**config.mk**
```make
export PLATFORM = sky130hd
export DESIGN_NAME = wcs_setup
export DESIGN_NICKNAME = d
export VERILOG_FILES = /design/src/wcs_pkg.sv /design/src/wcs_setup.sv
export SDC_FILE = /design/constraint.sdc
export NUM_CORES = 2
export LEC_CHECK = 0
export BUFFER_PORTS_ARGS = -buffer_cell sky130_fd_sc_hd__buf_4
export CAP_MARGIN = 20
export CORE_MARGIN = 2
export CORE_UTILIZATION = 40
export DETAILED_ROUTE_END_ITERATION = 8
export GPL_ROUTABILITY_DRIVEN = 0
export GPL_TIMING_DRIVEN = 0
export MAX_ROUTING_LAYER = met4
export PLACE_DENSITY = 0.59
export REMOVE_ABC_BUFFERS = 1
export SLEW_MARGIN = 20
export SYNTH_ARGS = -nofsm -noshare
export SYNTH_HDL_FRONTEND = slang
export SYNTH_SLANG_ARGS = --single-unit
```
**constraint.sdc**
```tcl
create_clock -name clock -period 14.5 [get_ports clock]
set_input_delay 0.725 -clock clock [delete_from_list [all_inputs] [get_ports clock]]
set_output_delay 0.725 -clock clock [all_outputs]
set_load 0.05 [all_outputs]
```
**src/wcs_pkg.sv**
```systemverilog
// wcs_pkg: shared types and constants for the world-to-camera-space transform
// no dependencies; imported by the interfaces, setup sequencer, datapath and top level
package wcs_pkg;

   localparam int COORD_W = 32;
   localparam int QUAT_W  = 18;
   localparam int A_W     = 22;
   localparam int IDX_W   = 3;

   localparam logic signed [QUAT_W-1:0] Q_ONE = 18'sd65536;
   localparam logic signed [QUAT_W-1:0] Q_MAX = 18'sd131071;
   localparam logic signed [QUAT_W-1:0] Q_MIN = 18'sh20000;

   // register indexes of the csr port
   localparam logic [IDX_W-1:0] REG_CAM_X = 3'd0;
   localparam logic [IDX_W-1:0] REG_CAM_Y = 3'd1;
   localparam logic [IDX_W-1:0] REG_CAM_Z = 3'd2;
   localparam logic [IDX_W-1:0] REG_ROT_X = 3'd3;
   localparam logic [IDX_W-1:0] REG_ROT_Y = 3'd4;
   localparam logic [IDX_W-1:0] REG_ROT_Z = 3'd5;
   localparam logic [IDX_W-1:0] REG_ROT_W = 3'd6;

   // constant coefficients seen by the datapath
   typedef struct packed {
      logic signed [COORD_W-1:0] cam_x;
      logic signed [COORD_W-1:0] cam_y;
      logic signed [COORD_W-1:0] cam_z;
      logic signed [QUAT_W-1:0]  ux;
      logic signed [QUAT_W-1:0]  uy;
      logic signed [QUAT_W-1:0]  uz;
      logic signed [QUAT_W-1:0]  w;
      logic signed [A_W-1:0]     a;
      logic                      inv_clip;
   } coef_type;

endpackage

```
**src/wcs_setup.sv**
```systemverilog
// wcs_setup: csr registers and the sequencer that derives the inverse quaternion
// depends on wcs_pkg; one shared squarer and a bit-serial restoring divider
module wcs_setup import wcs_pkg::*; (
   input  logic                     clock,
   input  logic                     reset,
   input  logic                     csr_we,
   input  logic [IDX_W-1:0]         csr_index,
   input  logic [COORD_W-1:0]       csr_wdata,
   output coef_type                 coef,
   output logic                     idle
);

   typedef enum logic [5:0] {
      ST_IDLE = 6'b000001,
      ST_SQR  = 6'b000010,
      ST_LOAD = 6'b000100,
      ST_DIV  = 6'b001000,
      ST_FIN  = 6'b010000,
      ST_ASQ  = 6'b100000
   } state_type;

   state_type                 state_ff, state_in;
   logic [1:0]                cnt_ff, cnt_in;
   logic [4:0]                bit_ff, bit_in;
   logic [36:0]               s_ff, s_in;
   logic [56:0]               rem_ff, rem_in;
   logic [18:0]               quot_ff, quot_in;
   logic                      ovf_ff, ovf_in;
   logic signed [37:0]        acc_ff, acc_in;
   logic signed [COORD_W-1:0] cam_ff [3];
   logic signed [QUAT_W-1:0]  rot_ff [4];
   logic signed [QUAT_W-1:0]  inv_ff [4], inv_in [4];
   logic signed [A_W-1:0]     a_ff, a_in;
   logic                      clip_ff, clip_in;

   logic signed [QUAT_W-1:0]  sq_op;
   logic signed [35:0]        sq_prod;
   logic signed [QUAT_W-1:0]  q_cur;
   logic [QUAT_W-1:0]         q_mag;
   logic [56:0]               dsh;
   logic                      neg;
   logic signed [37:0]        a_rnd;

   assign q_cur   = rot_ff[cnt_ff];
   assign q_mag   = q_cur[QUAT_W-1] ? QUAT_W'(-q_cur) : QUAT_W'(q_cur);
   assign sq_op   = (state_ff == ST_ASQ) ? inv_ff[cnt_ff] : q_cur;
   assign sq_prod = 36'(sq_op * sq_op);
   assign dsh     = 57'({s_ff, 1'b0}) << bit_ff;
   // inverse vector part is the negated quaternion, scalar part keeps its sign
   assign neg     = (cnt_ff == 2'd3) ? q_cur[QUAT_W-1]
                                     : (!q_cur[QUAT_W-1] && q_cur != '0);

   always_comb begin
      state_in = state_ff;
      cnt_in   = cnt_ff;
      bit_in   = bit_ff;
      s_in     = s_ff;
      rem_in   = rem_ff;
      quot_in  = quot_ff;
      ovf_in   = ovf_ff;
      acc_in   = acc_ff;
      a_in     = a_ff;
      clip_in  = clip_ff;
      a_rnd    = '0;
      for (int i = 0; i < 4; i++) inv_in[i] = inv_ff[i];
      case (state_ff)
         ST_IDLE: ;
         ST_SQR: begin
            s_in   = s_ff + 37'(unsigned'(sq_prod));
            cnt_in = cnt_ff + 2'd1;
            if (cnt_ff == 2'd3) begin
               cnt_in = 2'd0;
               if (s_in == '0) begin
                  // zero quaternion falls back to identity
                  for (int i = 0; i < 3; i++) inv_in[i] = '0;
                  inv_in[3] = Q_ONE;
                  acc_in    = '0;
                  state_in  = ST_ASQ;
               end else begin
                  state_in = ST_LOAD;
               end
            end
         end
         ST_LOAD: begin
            rem_in   = {6'd0, q_mag, 33'd0} + 57'(s_ff);
            bit_in   = 5'd19;
            quot_in  = '0;
            ovf_in   = 1'b0;
            state_in = ST_DIV;
         end
         ST_DIV: begin
            if (rem_ff >= dsh) begin
               rem_in = rem_ff - dsh;
               if (bit_ff == 5'd19) ovf_in = 1'b1;
               else quot_in = quot_ff | (19'd1 << bit_ff);
            end
            bit_in = bit_ff - 5'd1;
            if (bit_ff == 5'd0) state_in = ST_FIN;
         end
         ST_FIN: begin
            if (!neg) begin
               if (ovf_ff || quot_ff > 19'd131071) begin
                  inv_in[cnt_ff] = Q_MAX;
                  clip_in        = 1'b1;
               end else begin
                  inv_in[cnt_ff] = QUAT_W'(quot_ff);
               end
            end else begin
               if (ovf_ff || quot_ff > 19'd131072) begin
                  inv_in[cnt_ff] = Q_MIN;
                  clip_in        = 1'b1;
               end else begin
                  inv_in[cnt_ff] = QUAT_W'(-quot_ff);
               end
            end
            if (cnt_ff == 2'd3) begin
               cnt_in   = 2'd0;
               acc_in   = '0;
               state_in = ST_ASQ;
            end else begin
               cnt_in   = cnt_ff + 2'd1;
               state_in = ST_LOAD;
            end
         end
         ST_ASQ: begin
            // a = w^2 - u.u, rounded half up to 16 fraction bits
            if (cnt_ff == 2'd3) acc_in = acc_ff + 38'(sq_prod);
            else acc_in = acc_ff - 38'(sq_prod);
            cnt_in = cnt_ff + 2'd1;
            if (cnt_ff == 2'd3) begin
               a_rnd    = acc_in + 38'sd32768;
               a_in     = a_rnd[37:16];
               state_in = ST_IDLE;
            end
         end
         default: state_in = ST_IDLE;
      endcase
      // any rotation write starts the derivation over from the first square
      if (csr_we && (csr_index == REG_ROT_X || csr_index == REG_ROT_Y ||
                     csr_index == REG_ROT_Z || csr_index == REG_ROT_W)) begin
         state_in = ST_SQR;
         cnt_in   = 2'd0;
         s_in     = '0;
         clip_in  = 1'b0;
      end
   end

   always_ff @(posedge clock) begin
      if (reset) begin
         state_ff  <= ST_IDLE;
         cnt_ff    <= '0;
         bit_ff    <= '0;
         ovf_ff    <= 1'b0;
         clip_ff   <= 1'b0;
         for (int i = 0; i < 3; i++) begin
            cam_ff[i] <= '0;
            rot_ff[i] <= '0;
            inv_ff[i] <= '0;
         end
         rot_ff[3] <= Q_ONE;
         inv_ff[3] <= Q_ONE;
         a_ff      <= A_W'(65536);
      end else begin
         state_ff <= state_in;
         cnt_ff   <= cnt_in;
         bit_ff   <= bit_in;
         ovf_ff   <= ovf_in;
         clip_ff  <= clip_in;
         a_ff     <= a_in;
         for (int i = 0; i < 4; i++) inv_ff[i] <= inv_in[i];
         if (csr_we) begin
            case (csr_index)
               REG_CAM_X: cam_ff[0] <= csr_wdata;
               REG_CAM_Y: cam_ff[1] <= csr_wdata;
               REG_CAM_Z: cam_ff[2] <= csr_wdata;
               REG_ROT_X: rot_ff[0] <= csr_wdata[QUAT_W-1:0];
               REG_ROT_Y: rot_ff[1] <= csr_wdata[QUAT_W-1:0];
               REG_ROT_Z: rot_ff[2] <= csr_wdata[QUAT_W-1:0];
               REG_ROT_W: rot_ff[3] <= csr_wdata[QUAT_W-1:0];
               default: ;
            endcase
         end
      end
   end

   always_ff @(posedge clock) begin
      s_ff    <= s_in;
      rem_ff  <= rem_in;
      quot_ff <= quot_in;
      acc_ff  <= acc_in;
   end

   assign idle           = (state_ff == ST_IDLE);
   assign coef.cam_x     = cam_ff[0];
   assign coef.cam_y     = cam_ff[1];
   assign coef.cam_z     = cam_ff[2];
   assign coef.ux        = inv_ff[0];
   assign coef.uy        = inv_ff[1];
   assign coef.uz        = inv_ff[2];
   assign coef.w         = inv_ff[3];
   assign coef.a         = a_ff;
   assign coef.inv_clip  = clip_ff;

endmodule

```
Word-level counts from Yosys, hierarchy flattened --
Memories as Yosys holds them, arrays and structs flattened. A register that Yosys moved wholly into a read port is not among the register bits. Index checks and enable logic that the tools add are counted. W data, S select, Z words.
Storage, ports and cells: register bits after elaboration 188, logic and storage cells 192, bits in read-only memories 0, memories 3, memory bits (writable) 240, output and inout port bits 192, latch bits 0, input port bits 38
Operators by class: multiplexer cells 86, reductions and logical operators 27, shift-type cells 2, $add $sub $neg 10, div/mod/pow operators 0, equal/unequal tests 27, magnitude comparators 5, multiply operators 1, bitwise gates (word level) 20
Memory list:
- cam_ff | words 3, width 32, rd ports 3, clocked after Yosys merged registers in 0, write ports 3, RTL line wcs_setup.sv:30 | logic signed [COORD_W-1:0] cam_ff [3];
- inv_ff | words 4, width 18, rd ports 5, clocked after Yosys merged registers in 1, write ports 4, RTL line wcs_setup.sv:32 | logic signed [QUAT_W-1:0] inv_ff [4], inv_in [4];
- rot_ff | words 4, width 18, rd ports 1, clocked after Yosys merged registers in 1, write ports 4, RTL line wcs_setup.sv:31 | logic signed [QUAT_W-1:0] rot_ff [4];
Operators by type and width (number):
- $mux W72 | 5
- $mux W18 | 11
- $mux W38 | 5
- $bwmux W72 | 2
- $pmux W72 S2 | 1
- $pmux W38 S3 | 1
- $pmux W57 S2 | 1
- $mux W32 | 3
- $and A68 B68 Y68 | 1
- $not A68 Y68 | 1
- $or A68 B68 Y68 | 1
- $ge A57 B57 Y1 | 1
- $mux W57 | 1
- $shl A38 B5 Y57 | 1
- $sub A57 B57 Y57 | 1
- $add A51 B37 Y52 | 1
- $add A38 B17 Y38 const B | 1
- $add A38 B36 Y38 | 1
- $mux W19 | 2
- $pmux W19 S2 | 1
- $sub A38 B36 Y38 | 1
- $add A37 B36 Y37 | 1
- $logic_not A37 Y1 | 1
- $mux W1 | 37
- other kinds (50) | 96

Depth between registers and ports, before layout --
depth after elaboration 11, gate-level depth with buffers 49, mapped depth without buffers 45

Worst setup path after synthesis --
Ideal clock, no wire load.
kind reg-to-reg, start point register (tool-made name), end point register acc_ff[0], enable pin, buffers on the path 8, library setup time 0.402 ns, clock period less this slack 12.403 ns, cell stages (with the launch flop) 41, slack 2.097 ns, arrival time 12.002 ns, required time 14.098 ns, cells stage by stage dfxtp_1 buf_2 buf_2 buf_2 buf_1 mux4_2 a21o_1 inv_1 buf_1 nor2_1 fa_1 inv_1 fa_1 inv_1 ha_1 fa_1 inv_1 fa_1 [5 not listed] nand3_1 a211oi_1 o22ai_1 xnor2_1 ha_1 buf_2 a21o_1 a2111o_1 or4_4 a41oi_2 o21ba_1 o31ai_1 nor2_1 nor3_1 a211o_1 or4_1 buf_4 nand3_1
RTL lines:
- end signal: assignment | RTL line wcs_setup.sv:190 | acc_ff <= acc_in;
- end: declaration | RTL line wcs_setup.sv:29 | logic signed [37:0] acc_ff, acc_in;

Worst setup path after layout --
start point register state_ff[0], end point register a_ff[21]
On the way: word-level cells in the longest chain between the ends 7, elaborated cells between the ends (all ways) 9, those cells by class 3 x add/sub; 1 x mul; 1 x eq/ne; 3 x mux; 1 x reduce/logical
RTL lines:
- start: declaration | RTL line wcs_setup.sv:22 | state_type state_ff, state_in;
- start signal: assignment | RTL line wcs_setup.sv:164 | state_ff <= state_in;
- $eq A6 B6 Y1 * | RTL line wcs_setup.sv:46, wcs_setup.sv:66
- $mux W18 | RTL line wcs_setup.sv:46 | assign sq_op = (state_ff == ST_ASQ) ? inv_ff[cnt_ff] : q_cur;
- $mul A18 B18 Y36 | RTL line wcs_setup.sv:47 | assign sq_prod = 36'(sq_op * sq_op);
- $sub A38 B36 Y38 or $add A38 B36 Y38 (tied branches) | RTL line wcs_setup.sv:128, wcs_setup.sv:127
- $mux W38 | RTL line wcs_setup.sv:127 | if (cnt_ff == 2'd3) acc_in = acc_ff + 38'(sq_prod);
- $mux W38 | RTL line wcs_setup.sv:66 | case (state_ff)
- $add A38 B17 Y38 | RTL line wcs_setup.sv:131 | a_rnd = acc_in + 38'sd32768;
- end signal: assignment | RTL line wcs_setup.sv:169 | a_ff <= a_in;
- end: declaration | RTL line wcs_setup.sv:33 | logic signed [A_W-1:0] a_ff, a_in;
Mark *: on every way between the ends. The rest lies on a longest branch, timed or not. The select of a mux whose other input is x is not followed. A chain may end at the register's enable or synchronous reset.

==> impl_metrics.ini <==
[clocking]
cts_tree = built
clockBufferDepth = 3
ctsHoldBuffers = 0
cts-root-buf = clkbuf_16
clkLatencyLatePin_ns = 0.67
clock_sinks = 430
clk_pin_slew_ns = 0.07
cts_max_level = 2
cts_buffers = 52

[synthesis]
syn-cell-area_sq_um = 40500
synth_enable_flop_cells = 282
synthTopCellsByArea = edfxtp_1 21%, fa_1 15%, ha_1 7.5%
yosysSeqAreaShare_pct = 28.2
yosys.area.top_type = edfxtp_1
async_reset_ff_share_pct = 0
yosys.cell_types.count = 96
synth_seq_cells = 430
syn_area_per_cell_sq_um = 9.15
synth_top_area_share_pct = 20.9
yosysWarnings = 0
synth-main-ff-cell = edfxtp_1
synth.most_common_cell = nand2_1
synth_commonest_cells = 473 x nand2_1, 436 x inv_1, 430 x nor2_1
synthCells = 4426

[floorplanning]
boundaryPins = 230
die_h_microns = 322
die_area_sq_um = 104000
core_area_sq_um = 100000
fp-row-count = 116
die_w_microns = 322
initial_utilization_pct = 40.4

[timing]
fmaxAchievable_ghz = 0.0729
finalSetupViolations = 0
fin_skew_ns = 0.0527
drv_slew = 0
rsz0062_at_grt = no
hold_viol = 0
final.setup.worst_slack_ns = 0.788
min_period_ns = 13.71
fin_crit_sh_pct = 94.6
max-slew-margin-rel_pct = 23.5
tightest_slew_ns = 1.15

[status]
outcome = complete, no violations

[critical_path]
worstPathArrival_ns = 14.22
slowest_delay_ns = 0.76
end_kind = register
critPathRequiredTime_ns = 15.00
path_class = reg -> reg
cp_max_fo = 14
cpMostUsedCell = fa_1
worstSetupStartpointType = register
critical-path-slowest-cell = a2111oi_0

[route]
drtIter0Drc = 2671
vias = 33200
first_pass_iters = 6
vias_per_cell = 5.62
drc = 0
wirelength_microns = 121000
postRouteAntennaNets = 0
wl_per_cell_microns = 20.5

[finish]
area_delta_synth_final_pct = 13.5
drive_gt1_share_pct = 11.7
diodes = 0
nets = 5146

[grt]
antenna_found_initial = 0
grt_first_pass_wirelength_microns = 189000
grt_use_total_pct = 23.9
grt_max_degree = 77
grt-ovfl-total = 0
grt_pass1_vias = 32900

[flow_run]
cap_violations = 0

[hold_path]
worstHoldPathType = in -> reg

[place]
portBuffers = 229
dp_hpwl_microns = 93900
dp_slack_ns = 0.759
[per-layer routing]
metal,global-route usage (%),wire length (microns)
met1,31.6,53000
met2,37.5,55800
met3,4.53,8650
met4,6.61,3410
met5,-,0
[cell type report]
type | instances | area (sq um)
clock buffers | 70 | 1500
clock inverters | 28 | 372
fillers | 9738 | 54200
inverters | 442 | 1660
multi-input cells | 3357 | 26900
flip-flops and latches | 430 | 11400
well taps | 1298 | 1620
repair buffers | 278 | 2460
[through the flow]
step	util (%)	setup TNS (ns)	cells	area, sq um	hold slack (ns)
2_1_floorplan	-	0	4229	39700	0.483
3_3_place_gp	43.0	-232.02	5756	43100	0.447
3_5_place_dp	44.0	0	5805	44000	0.458
4_1_cts	45.8	0	5903	45900	0.347
5_1_grt	45.9	0	5903	46000	0.361
6_report	45.9	0	5903	46000	0.382
[registers in the layout, summed over array words and instances (netlist names), named ones only]
| register | cells |
|---|---|
| inv_ff | 72 |
| a_ff | 22 |
| clip_ff | 1 |
| quot_ff | 19 |
| bit_ff | 5 |
| state_ff | 6 |
| rem_ff | 57 |
| acc_ff | 38 |
| s_ff | 37 |
| cam_ff | 96 |
| rot_ff | 72 |
| ovf_ff | 1 |
| cnt_ff | 2 |
[final timing paths]
kind         slack, ns                           to  cells past startpoint                     start
max reg2reg       0.79        a_ff[21]$_SDFFE_PP0P_                     36  state_ff[0]$_SDFFE_PP1P_
min reg2reg       0.47         a_ff[0]$_SDFFE_PP0P_                      2      a_ff[0]$_SDFFE_PP0P_
max               0.79        a_ff[21]$_SDFFE_PP0P_                     36  state_ff[0]$_SDFFE_PP1P_
min               0.38  rot_ff[3][16]$_SDFFCE_PN1P_                      2             csr_wdata[16]
[logic make-up (layout without fill, tap and decap cells)]
family	count (synthesis)	after routing	share of synthesized area [%]
xor+xnor	238	238	5.15
simple gates	1432	1432	16.7
mux	123	123	4.93
fa+ha+maj	547	547	22.6
flops	430	430	28.2
compound gates	1017	1017	16.4
buf+inv	639	818	6.02
[cell usage in the layout, fill, tap and decap left out, types with 27 or more instances in the layout]
cell / synthesis / layout
a211oi_1: 59 / 58
a21o_1: 81 / 81
a21oi_1: 292 / 292
a22o_1: 45 / 45
a22oi_1: 34 / 34
a311oi_1: 28 / 28
a31oi_1: 42 / 42
and2_1: 142 / 142
and3_1: 28 / 27
buf_4: 3 / 239
clkbuf_16: 0 / 55
dfxtp_1: 148 / 141
edfxtp_1: 282 / 282
fa_1: 305 / 305
ha_1: 242 / 238
inv_1: 436 / 434
mux2i_1: 53 / 43
mux4_2: 60 / 60
nand2_1: 473 / 471
nand2b_1: 42 / 42
nand3_1: 36 / 35
nand4_1: 29 / 29
nor2_1: 430 / 428
nor2b_1: 41 / 41
nor3_1: 76 / 70
o21ai_0: 177 / 171
o21bai_1: 27 / 27
o22ai_1: 46 / 46
xnor2_1: 136 / 136
xor2_1: 102 / 102
[critical path, delay by kind of cell, from the launching register on]
kind,cells,cell delay (ns)
adders and majority gates,8,3.91
muxes,1,0.65
DFF,1,0.34
and+or+nand+nor,15,4.16
AOI/OAI and AO/OA,5,2.14
buffers and inverters,4,1.08
xor gates and xnor gates,3,1.24
[what timing repair did]
action | 4_1_cts | 5_1_grt
endpoints found under the setup margin | 0 | 39
gates resized for setup | 0 | 2
buffers inserted | 0 | 0
Power is not shown: default switching activity piles up to over one toggle a cycle in this logic, so the estimate is an artifact.
